$ cat src/hdl/necir_pkg.sv
// shared types and constants of the nec infrared pulse-distance decoder
package necir_pkg;

    localparam int unsigned TOL_W    = 10;
    localparam int unsigned PER_W    = 15;
    localparam int unsigned ADDR_W   = 3;
    localparam int unsigned CNT_W    = 8;

    localparam logic [PER_W-1:0] NOM_ZERO   = 15'd1125;
    localparam logic [PER_W-1:0] NOM_ONE    = 15'd2250;
    localparam logic [PER_W-1:0] NOM_REPEAT = 15'd11250;
    localparam logic [PER_W-1:0] NOM_START  = 15'd13500;

    localparam logic [0:0] REG_TOLERANCE = 1'b0;
    localparam logic [TOL_W-1:0] TOL_RESET = 10'd200;

    typedef enum logic [2:0] {
        CLS_NONE   = 3'd0,
        CLS_ZERO   = 3'd1,
        CLS_ONE    = 3'd2,
        CLS_REPEAT = 3'd3,
        CLS_START  = 3'd4
    } class_t;

    typedef struct packed {
        logic        decoded;
        logic        repeat_seen;
        logic [31:0] packet;
    } result_t;

endpackage

$ cat src/hdl/necir_front.sv
// front part: edge period measurement and classification
module necir_front (
    input  logic                          clk,
    input  logic                          rst_n,
    input  logic                          accept,
    input  logic [31:0]                   edge_time_us,
    input  logic [necir_pkg::TOL_W-1:0]   tolerance,
    output necir_pkg::class_t             cls
);
    import necir_pkg::*;

    logic [31:0]      prev_time_reg;
    logic [31:0]      period;
    logic [PER_W-1:0] per;
    logic [PER_W-1:0] tol;
    logic             short_enough;

    function automatic logic in_win(input logic [PER_W-1:0] p,
                                    input logic [PER_W-1:0] nom,
                                    input logic [PER_W-1:0] t);
        return (p >= nom - t) && (p <= nom + t);
    endfunction

    always_ff @(posedge clk or negedge rst_n)
    begin
        if (!rst_n)
        begin
            prev_time_reg <= '0;
        end
        else if (accept)
        begin
            prev_time_reg <= edge_time_us;
        end
    end

    // every window tops out below 2^15, so longer periods never match
    assign period       = edge_time_us - prev_time_reg;
    assign per          = period[PER_W-1:0];
    assign short_enough = (period[31:PER_W] == '0);
    assign tol          = {{(PER_W-TOL_W){1'b0}}, tolerance};

    always_comb
    begin
        cls = CLS_NONE;
        if (short_enough)
        begin
            if (in_win(per, NOM_ZERO, tol))
                cls = CLS_ZERO;
            else if (in_win(per, NOM_ONE, tol))
                cls = CLS_ONE;
            else if (in_win(per, NOM_REPEAT, tol))
                cls = CLS_REPEAT;
            else if (in_win(per, NOM_START, tol))
                cls = CLS_START;
        end
    end

endmodule

$ cat src/hdl/necir_fifo.sv
// two-entry queue of edge classes between front and back
module necir_fifo (
    input  logic              clk,
    input  logic              rst_n,
    input  logic              push,
    input  necir_pkg::class_t push_cls,
    output logic              full,
    input  logic              pop,
    output logic              not_empty,
    output necir_pkg::class_t pop_cls
);
    import necir_pkg::*;

    class_t     mem_reg [2];
    logic       wr_ptr_reg;
    logic       rd_ptr_reg;
    logic [1:0] count_reg;
    logic [1:0] count_next;

    always_comb
    begin
        count_next = count_reg;
        if (push && !pop)
            count_next = count_reg + 2'd1;
        else if (pop && !push)
            count_next = count_reg - 2'd1;
    end

    always_ff @(posedge clk or negedge rst_n)
    begin
        if (!rst_n)
        begin
            wr_ptr_reg <= 1'b0;
            rd_ptr_reg <= 1'b0;
            count_reg  <= '0;
        end
        else
        begin
            if (push)
                wr_ptr_reg <= ~wr_ptr_reg;
            if (pop)
                rd_ptr_reg <= ~rd_ptr_reg;
            count_reg <= count_next;
        end
    end

    always_ff @(posedge clk)
    begin
        if (push)
            mem_reg[wr_ptr_reg] <= push_cls;
    end

    assign full      = count_reg[1];
    assign not_empty = (count_reg != 2'd0);
    assign pop_cls   = mem_reg[rd_ptr_reg];

endmodule

$ cat src/hdl/necir_back.sv
// back part: shift register, bit count, packet commit and result register
module necir_back #(
    parameter int unsigned PACKET_BITS = 32
) (
    input  logic                clk,
    input  logic                rst_n,
    input  logic                cls_valid,
    input  necir_pkg::class_t   cls,
    output logic                cls_pop,
    output logic                out_valid,
    input  logic                out_ready,
    output necir_pkg::result_t  result
);
    import necir_pkg::*;

    localparam logic [CNT_W-1:0] RELOAD = CNT_W'(PACKET_BITS);

    logic [31:0]      shift_reg;
    logic [31:0]      shift_next;
    logic [CNT_W-1:0] bits_reg;
    logic [CNT_W-1:0] bits_next;
    logic [31:0]      packet_reg;
    logic [31:0]      packet_next;
    logic             out_valid_reg;
    result_t          result_reg;
    result_t          result_next;
    logic             load;

    assign load    = cls_valid && (!out_valid_reg || out_ready);
    assign cls_pop = load;

    always_comb
    begin
        shift_next  = shift_reg;
        bits_next   = bits_reg;
        packet_next = packet_reg;
        result_next = '0;
        case (cls)
            CLS_ZERO:
            begin
                shift_next = {shift_reg[30:0], 1'b0};
                bits_next  = bits_reg - CNT_W'(1);
            end
            CLS_ONE:
            begin
                shift_next = {shift_reg[30:0], 1'b1};
                bits_next  = bits_reg - CNT_W'(1);
            end
            CLS_REPEAT:
            begin
                result_next.repeat_seen = 1'b1;
            end
            CLS_START:
            begin
                if (bits_reg == '0)
                begin
                    packet_next         = shift_reg;
                    result_next.decoded = 1'b1;
                end
                shift_next = '0;
                bits_next  = RELOAD;
            end
            default:
            begin
                shift_next = shift_reg;
            end
        endcase
        result_next.packet = packet_next;
    end

    always_ff @(posedge clk or negedge rst_n)
    begin
        if (!rst_n)
        begin
            shift_reg     <= '0;
            bits_reg      <= RELOAD;
            packet_reg    <= '0;
            out_valid_reg <= 1'b0;
        end
        else
        begin
            if (load)
            begin
                shift_reg  <= shift_next;
                bits_reg   <= bits_next;
                packet_reg <= packet_next;
            end
            if (load)
                out_valid_reg <= 1'b1;
            else if (out_ready)
                out_valid_reg <= 1'b0;
        end
    end

    always_ff @(posedge clk)
    begin
        if (load)
            result_reg <= result_next;
    end

    assign out_valid = out_valid_reg;
    assign result    = result_reg;

endmodule

$ cat src/hdl/nec_ir_pulse_distance_decoder.sv
// top level of the nec infrared pulse-distance decoder
// Each item is one receiver edge with its microsecond timestamp; every item gives exactly
// one result item. The front measures the period since the previous edge (modulo 2^32)
// and sorts it into data 0 (1125 us), data 1 (2250 us), repeat (11250 us) or start
// (13500 us), each window nominal plus or minus tolerance_us, first match in that order.
// Classes pass through a two-entry queue to the back, which shifts data bits in, counts
// them down and commits the word on a start that follows PACKET_BITS bits mod 256. The
// block takes one edge per cycle while the queue has room; a result is shown once its
// class has passed the queue register and loaded the result register. The front stalls
// only when the queue is full, which takes a stalled result side. tolerance_us sits at
// byte address 0 and must be written only while the block is idle; no logic checks it.
module nec_ir_pulse_distance_decoder #(
    parameter int unsigned PACKET_BITS = 32
) (
    input  logic                           clk,
    input  logic                           rst_n,
    // edge input channel
    input  logic                           in_valid,
    output logic                           in_ready,
    input  logic [31:0]                    edge_time_us,
    // result channel
    output logic                           out_valid,
    input  logic                           out_ready,
    output logic                           decoded,
    output logic                           repeat_seen,
    output logic [31:0]                    packet_word,
    output logic [7:0]                     address_byte,
    output logic [7:0]                     inverse_address_byte,
    output logic [7:0]                     command_byte,
    output logic [7:0]                     inverse_command_byte,
    output logic                           address_ok,
    output logic                           command_ok,
    output logic                           packet_ok,
    // configuration port
    input  logic                           psel,
    input  logic                           penable,
    input  logic                           pwrite,
    input  logic [necir_pkg::ADDR_W-1:0]   paddr,
    input  logic [31:0]                    pwdata,
    output logic [31:0]                    prdata,
    output logic                           pready
);
    import necir_pkg::*;

    logic [TOL_W-1:0] tol_reg;
    logic             cfg_write;
    logic             accept;
    class_t           front_cls;
    class_t           back_cls;
    logic             q_full;
    logic             q_not_empty;
    logic             q_pop;
    result_t          res;

    // configuration register, index taken from the word address
    assign pready    = 1'b1;
    assign cfg_write = psel && penable && pwrite && (paddr[2] == REG_TOLERANCE);

    always_ff @(posedge clk or negedge rst_n)
    begin
        if (!rst_n)
        begin
            tol_reg <= TOL_RESET;
        end
        else if (cfg_write)
        begin
            tol_reg <= pwdata[TOL_W-1:0];
        end
    end

    assign prdata = (paddr[2] == REG_TOLERANCE) ? {{(32-TOL_W){1'b0}}, tol_reg} : 32'd0;

    // front accepts whenever the queue has room
    assign in_ready = !q_full;
    assign accept   = in_valid && in_ready;

    necir_front u_front (
        .clk          (clk),
        .rst_n        (rst_n),
        .accept       (accept),
        .edge_time_us (edge_time_us),
        .tolerance    (tol_reg),
        .cls          (front_cls)
    );

    necir_fifo u_fifo (
        .clk       (clk),
        .rst_n     (rst_n),
        .push      (accept),
        .push_cls  (front_cls),
        .full      (q_full),
        .pop       (q_pop),
        .not_empty (q_not_empty),
        .pop_cls   (back_cls)
    );

    necir_back #(
        .PACKET_BITS (PACKET_BITS)
    ) u_back (
        .clk       (clk),
        .rst_n     (rst_n),
        .cls_valid (q_not_empty),
        .cls       (back_cls),
        .cls_pop   (q_pop),
        .out_valid (out_valid),
        .out_ready (out_ready),
        .result    (res)
    );

    // byte split and complement checks off the registered packet
    assign decoded              = res.decoded;
    assign repeat_seen          = res.repeat_seen;
    assign packet_word          = res.packet;
    assign address_byte         = res.packet[31:24];
    assign inverse_address_byte = res.packet[23:16];
    assign command_byte         = res.packet[15:8];
    assign inverse_command_byte = res.packet[7:0];
    assign address_ok           = (res.packet[23:16] == ~res.packet[31:24]);
    assign command_ok           = (res.packet[7:0] == ~res.packet[15:8]);
    assign packet_ok            = address_ok && command_ok;

    // a start and a repeat can never be reported by the same item
    assert property (@(posedge clk) disable iff (!rst_n)
        out_valid |-> !(decoded && repeat_seen))
        else $error("decoded and repeat_seen both set");

    // an accepted edge must lead to a valid item on the result side
    assert property (@(posedge clk) disable iff (!rst_n)
        (in_valid && in_ready) |-> ##2 out_valid)
        else $error("accepted edge produced no result");

    // the queue only fills while the result side is stalled
    assert property (@(posedge clk) disable iff (!rst_n)
        q_full |-> (out_valid && $past(out_valid && !out_ready)))
        else $error("queue full without output stall");

endmodule

$ cat config.mk
export PLATFORM = sky130hd
export DESIGN_NAME = nec_ir_pulse_distance_decoder
export DESIGN_NICKNAME = d
export VERILOG_FILES = /design/src/hdl/necir_pkg.sv /design/src/hdl/necir_front.sv /design/src/hdl/necir_fifo.sv /design/src/hdl/necir_back.sv /design/src/hdl/nec_ir_pulse_distance_decoder.sv
export SDC_FILE = /design/constraint.sdc
export NUM_CORES = 1
export LEC_CHECK = 0
export ABC_AREA = 0
export BUFFER_PORTS_ARGS = -buffer_cell sky130_fd_sc_hd__buf_4
export CAP_MARGIN = 10
export CELL_PAD_IN_SITES_DETAIL_PLACEMENT = 1
export CELL_PAD_IN_SITES_GLOBAL_PLACEMENT = 1
export CORE_ASPECT_RATIO = 1.4
export CORE_MARGIN = 2
export CORE_UTILIZATION = 48
export CTS_CLUSTER_DIAMETER = 150
export CTS_CLUSTER_SIZE = 12
export DETAILED_ROUTE_END_ITERATION = 7
export GPL_ROUTABILITY_DRIVEN = 0
export PLACE_DENSITY_LB_ADDON = 0.08
export SLEW_MARGIN = 10
export SYNTH_ARGS = -nofsm -noshare
export SYNTH_HDL_FRONTEND = slang
export SYNTH_SLANG_ARGS = --single-unit
$ cat constraint.sdc
create_clock -name clk -period 11.1 [get_ports clk]
set_input_delay 1.665 -clock clk [delete_from_list [all_inputs] [get_ports clk]]
set_output_delay 1.665 -clock clk [all_outputs]
set_load 0.01 [all_outputs]
Word level (Yosys, flattened, before mapping)
Memory sizes are Yosys's and may differ from the RTL's.
Index checks and enable logic that the tools add are counted.
W data, S select, Z words.
{ "totals": {"in_bits": 74, "wordCells": 89, "output_inout_bits": 104, "register_bits": 153, "ramBits": 6, "n_memories": 1} }
{ "mem_list": {"columns": ["name", "words", "word_bits", "rd", "rd_ports_with_merged_regs", "wr", "line", "source"], "rows": [
  ["u_fifo.mem_reg", 2, 3, 1, 0, 1, "necir_fifo.sv:14", "class_t mem_reg [2];"]
]} }
{ "op_classes": {"add_sub_neg": 12, "bitwise": 5, "mux": 18, "n_eq_ne": 6, "order_cmp": 8, "n_reduce_logical": 27} }
{ "op_table": {"columns": ["operator", "n"], "rows": [
  ["$pmux W32 S3", 1],
  ["$mux W32", 2],
  ["$ge A15 B15 Y1", 4],
  ["$le A15 B15 Y1", 4],
  ["$sub A32 B32 Y32", 1],
  ["$add A14 B10 Y15 const A", 2],
  ["$sub A14 B10 Y15 const A", 2],
  ["$logic_not A17 Y1", 1],
  ["$eq A8 B8 Y1", 2],
  ["$not A8 Y8", 2],
  ["$pmux W8 S2", 1],
  ["$mux W3", 5],
  ["$add A12 B10 Y13 const A", 1],
  ["$sub A12 B10 Y13 const A", 1],
  ["$add A11 B10 Y12 const A", 1],
  ["$logic_and A1 B1 Y1", 12],
  ["$sub A11 B10 Y12 const A", 1],
  ["$mux W10", 1],
  ["$logic_not A8 Y1", 1],
  ["$reduce_bool A2 Y1", 4],
  ["$sub A8 B1 Y8 const B", 1],
  ["$eq A3 B2 Y1 const B", 2],
  ["$mux W1", 6],
  ["$logic_not A1 Y1", 4],
  ["10 further kinds", 14]
]} }

Longest topological paths before layout
Gate-level depths: netlist (run 1).
{ "depth": {"depth_word": 8, "mapped_depth": 18, "ltp_nobuf": 18} }

Modules after synthesis
From an unflattened synthesis (run 1), not the netlist that was laid out.
{ "hier_totals": {"hier_cells": 1241, "hier_area_um2": 12125.4} }
{ "modules_own_cells": {"columns": ["module", "cells_each", "area_each_um2", "n_inst", "seq_area_each_um2"], "rows": [
  ["necir_front", 831, 6206.0, 1, 800.8],
  ["necir_back", 271, 4401.7, 1, 2849.0],
  ["nec_ir_pulse_distance_decoder", 115, 1121.1, 1, 254.0],
  ["necir_fifo", 24, 396.6, 1, 280.3]
]} }

Least setup slack after synthesis (run 1)
OpenSTA, ideal clock, no wires.
{ "synth_path": {"path_kind": "input-to-reg", "start": "input edge_time_us[0]", "end": "memory u_fifo.mem_reg[0][1] (netlist bit) (data pin)", "cell_stages": 17, "t_arrival_ns": 5.081, "t_required_ns": 10.916, "setup_slack_ns": 5.835, "path_cell_list": "inv_1 ha_1 fa_1 nand2b_1 a21oi_1 nor2_2 xnor2_1 ha_1 o21ai_0 nand2b_1 a21oi_1 a211oi_1 maj3_1 a32oi_1 nor2b_1 or4_4 a211oi_1"} }
{ "synth_between": {"elab_chain_cells": 7} }
{ "synth_rtl": {"columns": ["item", "line", "source"], "rows": [
  ["start, declared", "nec_ir_pulse_distance_decoder.sv:20", "input logic [31:0] edge_time_us,"],
  ["$sub A32 B32 Y32 *", "necir_front.sv:37", "assign period = edge_time_us - prev_time_reg;"],
  ["$ge A15 B15 Y1 / $le A15 B15 Y1 (equally long branches)", "necir_front.sv:21", "return (p >= nom - t) && (p <= nom + t);"],
  ["$logic_and A1 B1 Y1", "necir_front.sv:21", null],
  ["$mux W3", "necir_front.sv:51", "else if (in_win(per, NOM_REPEAT, tol))"],
  ["$mux W3", "necir_front.sv:49", "else if (in_win(per, NOM_ONE, tol))"],
  ["$mux W3", "necir_front.sv:47", "if (in_win(per, NOM_ZERO, tol))"],
  ["$mux W3 *", "necir_front.sv:45", "if (short_enough)"],
  ["via front_cls[1]", "nec_ir_pulse_distance_decoder.sv:48", "class_t front_cls;"],
  ["end, declared", "necir_fifo.sv:14", null]
]} }
The timed path passes the listed nets; every way through them passes the cells marked *.

Final worst setup path (run 1)
{ "layout_path": {"start": "input edge_time_us[0]", "end": "memory u_fifo.mem_reg[1][2] (netlist bit) (data pin)"} }
{ "layout_between": {"elab_chain_cells": 8} }
{ "layout_rtl": {"columns": ["item", "line", "source"], "rows": [
  ["$sub A32 B32 Y32 *", "necir_front.sv:37", null],
  ["$ge A15 B15 Y1 / $le A15 B15 Y1 (equally long branches)", "necir_front.sv:21", null],
  ["$logic_and A1 B1 Y1", "necir_front.sv:21", null],
  ["$mux W3", "necir_front.sv:53", "else if (in_win(per, NOM_START, tol))"],
  ["$mux W3", "necir_front.sv:51", null],
  ["$mux W3", "necir_front.sv:49", null],
  ["$mux W3", "necir_front.sv:47", null],
  ["$mux W3 *", "necir_front.sv:45", null],
  ["via front_cls[2]", "nec_ir_pulse_distance_decoder.sv:48", null]
]} }
Marks and branches as above.

==> summary.txt, run 1 <==
STA
  – Pins over their slew limit: 0
  – F_max: 0.1736 GHz
  – Period utilisation layout: 51.90%
  – Slew HR: 19.86%
  – Final Skew: 0.01663 ns
  – Hold slack: 0.4767 ns
  – Worst-Margin Slew: 1.193 ns
  – RSZ-0062 raised after global routing: false
  – Final hold violations: 0
  – Setup Viol. Count Final: 0
  – Setup Total Neg Slack: 0 ns
  – Final min period: 5.760 ns

Routing
  – DR vias: 9,363
  – Vias per cell: 5.647
  – First-pass DRT Iterations: 4
  – Iter 0 DRT Violations: 258
  – Residual DRC: 0
  – Routed Antenna Nets: 0
  – Routed WL per cell: 18.46 um
  – Final WL: 30,610 um

Logic synthesis
  – Async S/R FF share, synth: 74.84%
  – Cells after Synth: 1,260
  – Mapped Avg Cell Area: 9.303 um^2
  – Synth Flop Type: dfrtp_1
  – Synth top area cells: dfrtp_1 25%, ha_1 12%, edfxtp_1 10%, nand2_1 6.1%, xnor2_1 4.8%
  – Dominant cell type by area after synthesis: dfrtp_1
  – FF+latch count, synth: 159
  – Distinct cells, synth: 90
  – Post-synth EDFFs: 40
  – Syn. warnings: 0
  – Register area share after synthesis: 35.70%
  – Top-area cell type share of the netlist area: 24.55%
  – Syn Std Cell Area: 0.01172 mm^2

Critical path
  – Crit. End Element: flip-flop
  – Crit path buf inv count: 3
  – Startpoint types: primary input
  – CP Data Arrival Time: 5.94 ns
  – CP max stage delay: 0.54 ns
  – Slowest stage cell, crit path: xor2_1
  – CP Class: in2reg
  – CP delay by family, top: compound AO/OA/AOI/OAI gates
  – CP Max Fanout: 7
  – Critical path, cell by cell: buf_4 -> inv_1 -> ha_1 -> fa_1 -> nand2b_1 -> a21o_1 -> nand2b_1 -> a31oi_1 -> xor2_1 -> inv_1 -> ha_1 -> nand4_1 -> o211ai_1 -> a21oi_1 -> o21ai_0 -> a221oi_1 -> o21a_1 -> o31a_1 -> nor4_1
  – Worst Path Required: 11.28 ns

CTS
  – Root Buffer: clkbuf_16
  – Reg clk slew, reported paths: 0.07 ns
  – Clk Latency, worst-skew pair: 0.45 ns
  – Post-CTS Setup Bufs: 0
  – CTS max path bufs: 2
  – CTS buffer count: 17
  – H-tree Lvls: 4
  – Post-cts sizing count: 0
  – Clock sink total: 159
  – # hold bufs at CTS: 0
  – CTS tree: done

Run
  – Max cap viols: 0

Placement
  – HPWL after DPL: 23,140 um
  – Port buffer count: 130
  – Post-DP Area: 0.01264 mm^2
  – Placed cell count: 1,626

Final layout
  – Syn-to-layout area delta: 12.86%
  – Post-route insts no fill: 1,658
  – Largest register FFs: 34
  – Final instance area: 0.01323 mm^2
  – Layout cells sized above 1: 19.44%
  – Antenna diode instance count: 0
  – Fin nets: 1,525

Power and ir drop
  – Leak: 6.215 nW
  – Peak supply drop: 0.1698 mV
  – PwrDens: 304.1 mW/mm^2

Floorplan
  – Die X: 136.1 um
  – I/O Pins: 178
  – Site Rows: 67
  – Initial core utilization: 48.89%
  – Core area: 0.02398 mm^2
  – Die area: 0.02570 mm^2
  – Die Span Y: 188.9 um

Global route
  – First-pass GRT wire length: 49,900 um
  – Largest net degree at the start of global routing: 68
  – Global route overflow: 0
  – Vias in the first global route: 9,868
  – Initial antenna violation count: 0
  – Gr usage total: 24.55%

Hold path
  – Worst hold path class: reg2reg

Outcome
  – Status: completed
[cell type report]
type,instances,area [um^2]
multi-input combinational,951,6756
timing repair buffer,143,1074
clock inverter,14,151.4
inverter,63,236.5
clock buffer,18,439.2
sequential,159,4184
tap,310,387.9
fill,2767,10750
[layer usage]
layer / GRT usage [%] / wire (um) / vias up
li1: - / - / 4497
met1: 27.68 / 12390 / 4664
met2: 46.52 / 16660 / 162
met3: 3.240 / 774 / 40
met4: 8.574 / 788 / 0
met5: 0 / 0 / -
[cells in the mapped netlist (11+ instances only)]
cell	instances
a21oi_1	55
dfrtp_1	115
nor2b_1	15
buf_4	56
nor3_1	14
ha_1	115
nor2_1	63
xnor2_1	64
a22o_1	31
nand4_1	23
nand2b_1	13
inv_1	61
a21o_1	24
nand2_1	189
clkbuf_1	36
nand3_1	14
o21ai_0	69
xor2_1	44
mux2_2	45
a31oi_1	11
edfxtp_1	40
[placed cells by master (no fill, tap or decap), types with 11 or more instances in the layout]
| cell type | Yosys | layout |
|---|---|---|
| a21o_1 | 24 | 24 |
| nor3_1 | 14 | 13 |
| xnor2_1 | 64 | 64 |
| conb_1 | 2 | 23 |
| o21ai_0 | 69 | 69 |
| nor2b_1 | 15 | 14 |
| a22o_1 | 31 | 31 |
| nor2_1 | 63 | 62 |
| buf_4 | 56 | 143 |
| nand2_1 | 189 | 189 |
| clkbuf_16 | 0 | 17 |
| ha_1 | 115 | 115 |
| mux2_2 | 45 | 45 |
| a31oi_1 | 11 | 11 |
| a21oi_1 | 55 | 55 |
| dfrtp_1 | 115 | 115 |
| nand2b_1 | 13 | 13 |
| xor2_1 | 44 | 44 |
| inv_1 | 61 | 61 |
| nand3_1 | 14 | 14 |
| nand4_1 | 23 | 23 |
| edfxtp_1 | 40 | 40 |
[worst register-to-register path: cells and delay by family (launching register included)]
| family | cells | cell delay, ns |
|---|---|---|
| flip-flops | 1 | 0.39 |
| adder cells (fa/ha/maj) | 3 | 1.11 |
| XOR/XNOR | 1 | 0.54 |
| buffers and inverters | 1 | 0.33 |
| AO/OA/AOI/OAI | 8 | 1.36 |
| AND/OR/NAND/NOR | 4 | 0.82 |
[final timing paths]
kind                                                 startpoint                                     to  slack, ns  cells after the start
min in group asynchronous                                 rst_n       u_back.packet_reg[6]$_DFFE_PN0P_       1.29                      1
hold reg to reg                u_back.packet_reg[5]$_DFFE_PN0P_       u_back.packet_reg[5]$_DFFE_PN0P_       0.48                      2
hold / removal                 u_back.packet_reg[5]$_DFFE_PN0P_       u_back.packet_reg[5]$_DFFE_PN0P_       0.48                      2
max in group asynchronous                                 rst_n  u_front.prev_time_reg[16]$_DFFE_PN0P_       8.48                      2
setup / recovery                                edge_time_us[0]         u_fifo.mem_reg[1][2]$_DFFE_PP_       5.34                     19
setup reg to reg           u_front.prev_time_reg[0]$_DFFE_PN0P_         u_fifo.mem_reg[1][2]$_DFFE_PP_       6.28                     17
[report_power, final]
part	switching, mW	total, mW	internal, mW
logic	1.48	2.51	1.03
registers	0.151	0.914	0.764
clock network	0.273	0.597	0.324
[per-stage QoR]
stage / power [mW] / setup WS (ns) / utilization [%]
2_1_floorplan: 2.714 / 5.835 / -
3_3_place_gp: 3.342 / 5.074 / 52.71
3_5_place_dp: 3.442 / 4.994 / 52.71
4_1_cts: 4.063 / 5.438 / 55.18
5_1_grt: 4.385 / 5.187 / 55.18
6_report: 4.023 / 5.340 / 55.18
[logic make-up after synthesis]
| group | synth area share, % |
|---|---|
| AND/OR/NAND/NOR | 14.43 |
| AO/OA/AOI/OAI | 16.31 |
| buffers and inverters | 7.461 |
| flip-flops | 35.70 |
| adder cells (fa/ha/maj) | 12.79 |
| XOR/XNOR | 8.209 |
| multiplexers | 5.038 |
| other | 0.06407 |
Power figures use the tool's default switching activity.
==> inputs of run 2 (changes only) <==
- ABC_AREA: 0 -> 1
- CORE_UTILIZATION: 48 -> 43
- clock period: 11.1 -> 5.4 ns (I/O delays scaled with it)
==> run 2 against run 1 <==
  * Die area is 19% higher
  * Setup slack worse by 3.8 ns
  * Clock power is 120% higher
  * Largest power group unchanged
==> summary.txt, run 2 <==
CTS
  – Clock sink total: 159 (unchanged)
  – H-tree Lvls: 4 (unchanged)
  – Post-CTS Setup Bufs: 0 (unchanged)
  – Reg clk slew, reported paths: 0.07 ns (about the same)
  – CTS buffer count: 17 (unchanged)
  – CTS max path bufs: 2 (unchanged)
  – # hold bufs at CTS: 0 (unchanged)
  – Clk Latency, worst-skew pair: 0.46 ns (about the same)
  – Post-cts sizing count: 0 (unchanged)
  – CTS tree: done
  – Root Buffer: clkbuf_16

Logic synthesis
  – Post-synth top cells: 516 x nand2_1, 228 x inv_1, 125 x nor2_1, 115 x dfrtp_1, 115 x ha_1
  – Synth top area cells: dfrtp_1 23%, nand2_1 15%, ha_1 11%, edfxtp_1 9.6%, inv_1 6.8%
  – Async S/R FF share, synth: 74.84% (unchanged)
  – Syn. warnings: 0 (unchanged)
  – Dominant cell type by area after synthesis: dfrtp_1
  – Register area share after synthesis: 33.36% (-2.3 points)
  – Mapped Avg Cell Area: 7.212 um^2 (-22%)
  – Most frequent cell after synthesis: nand2_1
  – Top-area cell type share of the netlist area: 22.94% (-1.6 points)
  – Syn Std Cell Area: 0.01254 mm^2 (+7.0%)
  – Cells after Synth: 1,739 (+38%)
  – Synth Flop Type: dfrtp_1
  – FF+latch count, synth: 159 (unchanged)
  – Post-synth EDFFs: 40 (unchanged)
  – Distinct cells, synth: 53 (-41%)

Floorplan
  – Core area: 0.02898 mm^2 (+21%)
  – Site Rows: 74 (+10%)
  – Die Span Y: 206.1 um (+9.1%)
  – I/O Pins: 178 (unchanged)
  – Die X: 148.3 um (+9.0%)
  – Die area: 0.03057 mm^2 (+19%)
  – Initial core utilization: 43.28% (-5.6 points)

Final layout
  – Largest register FFs: 34 (unchanged)
  – Fin nets: 2,010 (+32%)
  – Most frequent cells in the layout: 516 x nand2_1, 228 x inv_1, 142 x buf_4
  – # fillers: 3,723 (+35%)
  – Reg area: 0.004184 mm^2 (unchanged)
  – Final core occ: 48.91% (-6.3 points)
  – Antenna diode instance count: 0 (unchanged)
  – Commonest non-fill, non-tap cell in the layout: nand2_1
  – Layout cells sized above 1: 12.49% (-6.9 points)
  – Multi-input logic area: 0.006895 mm^2 (+2.1%)
  – Syn-to-layout area delta: 13.01%

Critical path
  – CP delay by family, top: simple AND/OR/NAND/NOR gates
  – Critical register-to-register path endpoint: u_fifo.mem_reg[1][2]$_DFFE_PP_
  – Critical path, cell by cell: buf_4 -> inv_1 -> ha_1 -> fa_1 -> inv_1 -> nand2_1 -> nand2_1 -> and2_4 -> nand2_1 -> nand2_1 -> xor2_1 -> buf_4 -> ha_1 -> a21oi_1 -> o21ai_0 -> o21ai_0 -> nand3b_1 -> nand2_1 -> nand2_1 -> o211ai_1 -> nand3_1 -> nor2_1
  – Reg2Reg Setup Slack: 1.64 ns (-4.64 ns)
  – Crit path from: edge_time_us[0]
  – Worst R2R Path Depth: 20 (+3)
  – CP max stage delay: 0.42 ns (-0.12 ns)
  – Reg2Reg Launch Point: u_front.prev_time_reg[0]$_DFFE_PN0P_
  – CP Class: in2reg
  – Worst Path Required: 5.71 ns (-5.57 ns)
  – Crit. End Element: flip-flop
  – Critical Path Most Common Cell: nand2_1
  – Slowest stage cell, crit path: fa_1
  – Crit path buf inv count: 4 (+1)
  – CP Data Arrival Time: 4.16 ns (-1.78 ns)
  – CP Max Fanout: 8 (+1)
  – Startpoint types: primary input

STA
  – Slew HR: 40.54% (+21 points)
  – Final Skew: 0.01461 ns (-0.002019 ns)
  – F_max: 0.2593 GHz
  – Final min period: 3.857 ns
  – Final hold violations: 0 (unchanged)
  – Period utilisation layout: 71.43%
  – Final Worst Setup Slack: 1.543 ns (-3.797 ns)
  – Worst-Margin Slew: 0.8889 ns (-0.3045 ns)
  – Pins over their slew limit: 0 (unchanged)
  – Setup Total Neg Slack: 0 ns (unchanged)
  – Setup Viol. Count Final: 0 (unchanged)
  – RSZ-0062 raised after global routing: false

Power and ir drop
  – Clock group share of total power: 14.1% (-0.7 points)
  – Int Power: 4.796 mW (+130%)
  – Power, Total: 9.525 mW (+140%)
  – Sequential share of power: 22.6% (about the same)
  – Peak supply drop: 0.3182 mV (+87%)
  – Leak: 7.304 nW (+18%)
  – Combinational Power Share: 63.3% (+0.9 points)
  – P_sw: 4.729 mW (+150%)
  – PwrDens: 672.0 mW/mm^2 (+120%)
  – Switch share: 49.65% (+2.4 points)

Placement
  – HPWL after DPL: 27,720 um (+20%)
  – Pre-CTS WS: 1.080 ns (-3.913 ns)
  – Port buffer count: 130 (unchanged)

Hold path
  – Worst hold path class: in2async

Routing
  – Iter 0 DRT Violations: 348 (+35%)
  – Residual DRC: 0 (unchanged)
  – Routed Antenna Nets: 0 (unchanged)
  – Vias per cell: 5.131 (-9.1%)
  – Final WL: 35,490 um (+16%)
  – DR vias: 11,360 (+21%)
  – Routed WL per cell: 16.04 um (-13%)
  – First-pass DRT Iterations: 5 (+1)

Global route
  – Initial antenna violation count: 0 (unchanged)
  – Vias in the first global route: 11,790 (+19%)
  – First-pass GRT wire length: 58,700 um (+18%)
  – Global route overflow: 0 (unchanged)
  – Largest net degree at the start of global routing: 68 (unchanged)
  – Gr usage total: 23.97% (-0.58 points)

Run
  – Max cap viols: 0 (unchanged)

Outcome
  – Status: completed
run 2: per-stage QoR:
stage          instances  hold WS [ns]  instance area [um^2]
4_1_cts             2213        0.3949                 14170
2_1_floorplan       1760        0.4493                 12620
6_report            2213        0.3776                 14170
3_3_place_gp        2181        0.4610                 13540
5_1_grt             2213        0.4193                 14170
3_5_place_dp        2181        0.4658                 13540
run 2: how the worst max path moves through the flow:
stage | endpoint | slack (ns) | depth (start not counted)
final | u_fifo.mem_reg[1][2]$_DFFE_PP_ | 1.54 | 22
after global routing | u_fifo.mem_reg[1][1]$_DFFE_PP_ | 1.30 | 28
after CTS | u_fifo.mem_reg[1][2]$_DFFE_PP_ | 1.52 | 22
after detailed placement | u_fifo.mem_reg[1][2]$_DFFE_PP_ | 1.08 | 22
after global placement | u_fifo.mem_reg[0][1]$_DFFE_PP_ | 1.24 | 26
after floorplan | u_fifo.mem_reg[0][1]$_DFFE_PP_ | 1.57 | 24
run 2: cell type report:
class | count | area share, %
multi-input combinational | 1255 | 48.65
sequential | 159 | 29.52
timing repair buffer | 142 | 7.521
inverter | 245 | 6.488
tap | 380 | 3.355
clock buffer | 18 | 3.028
clock inverter | 14 | 1.439
run 2: cell families after synthesis:
logic type | count (synthesis) | synth area share (%)
simple gates | 813 | 27.58
xor+xnor | 65 | 4.659
flops | 159 | 33.36
buf+inv | 346 | 12.29
other cells | 2 | 0.05988
fa+ha+maj | 116 | 11.63
compound gates | 236 | 10.23
mux | 2 | 0.1895
run 2: power by group through the flow:
stage | logic [mW] | clock network [mW] | registers, mW
after global placement | 5.81 | 0 | 2.15
after CTS | 6.08 | 1.37 | 2.16
after global routing | 6.88 | 1.42 | 2.22
after floorplan | 4.31 | 0 | 2.10
after detailed placement | 6.03 | 0 | 2.18
final | 6.03 | 1.34 | 2.15
run 2: layer usage:
layer,global-route usage (%),vias up,routed length (um)
li1,-,5637,-
met1,27.81,5504,15030
met2,45.50,174,18880
met3,3.157,41,859
met4,7.279,0,714
met5,0,-,0
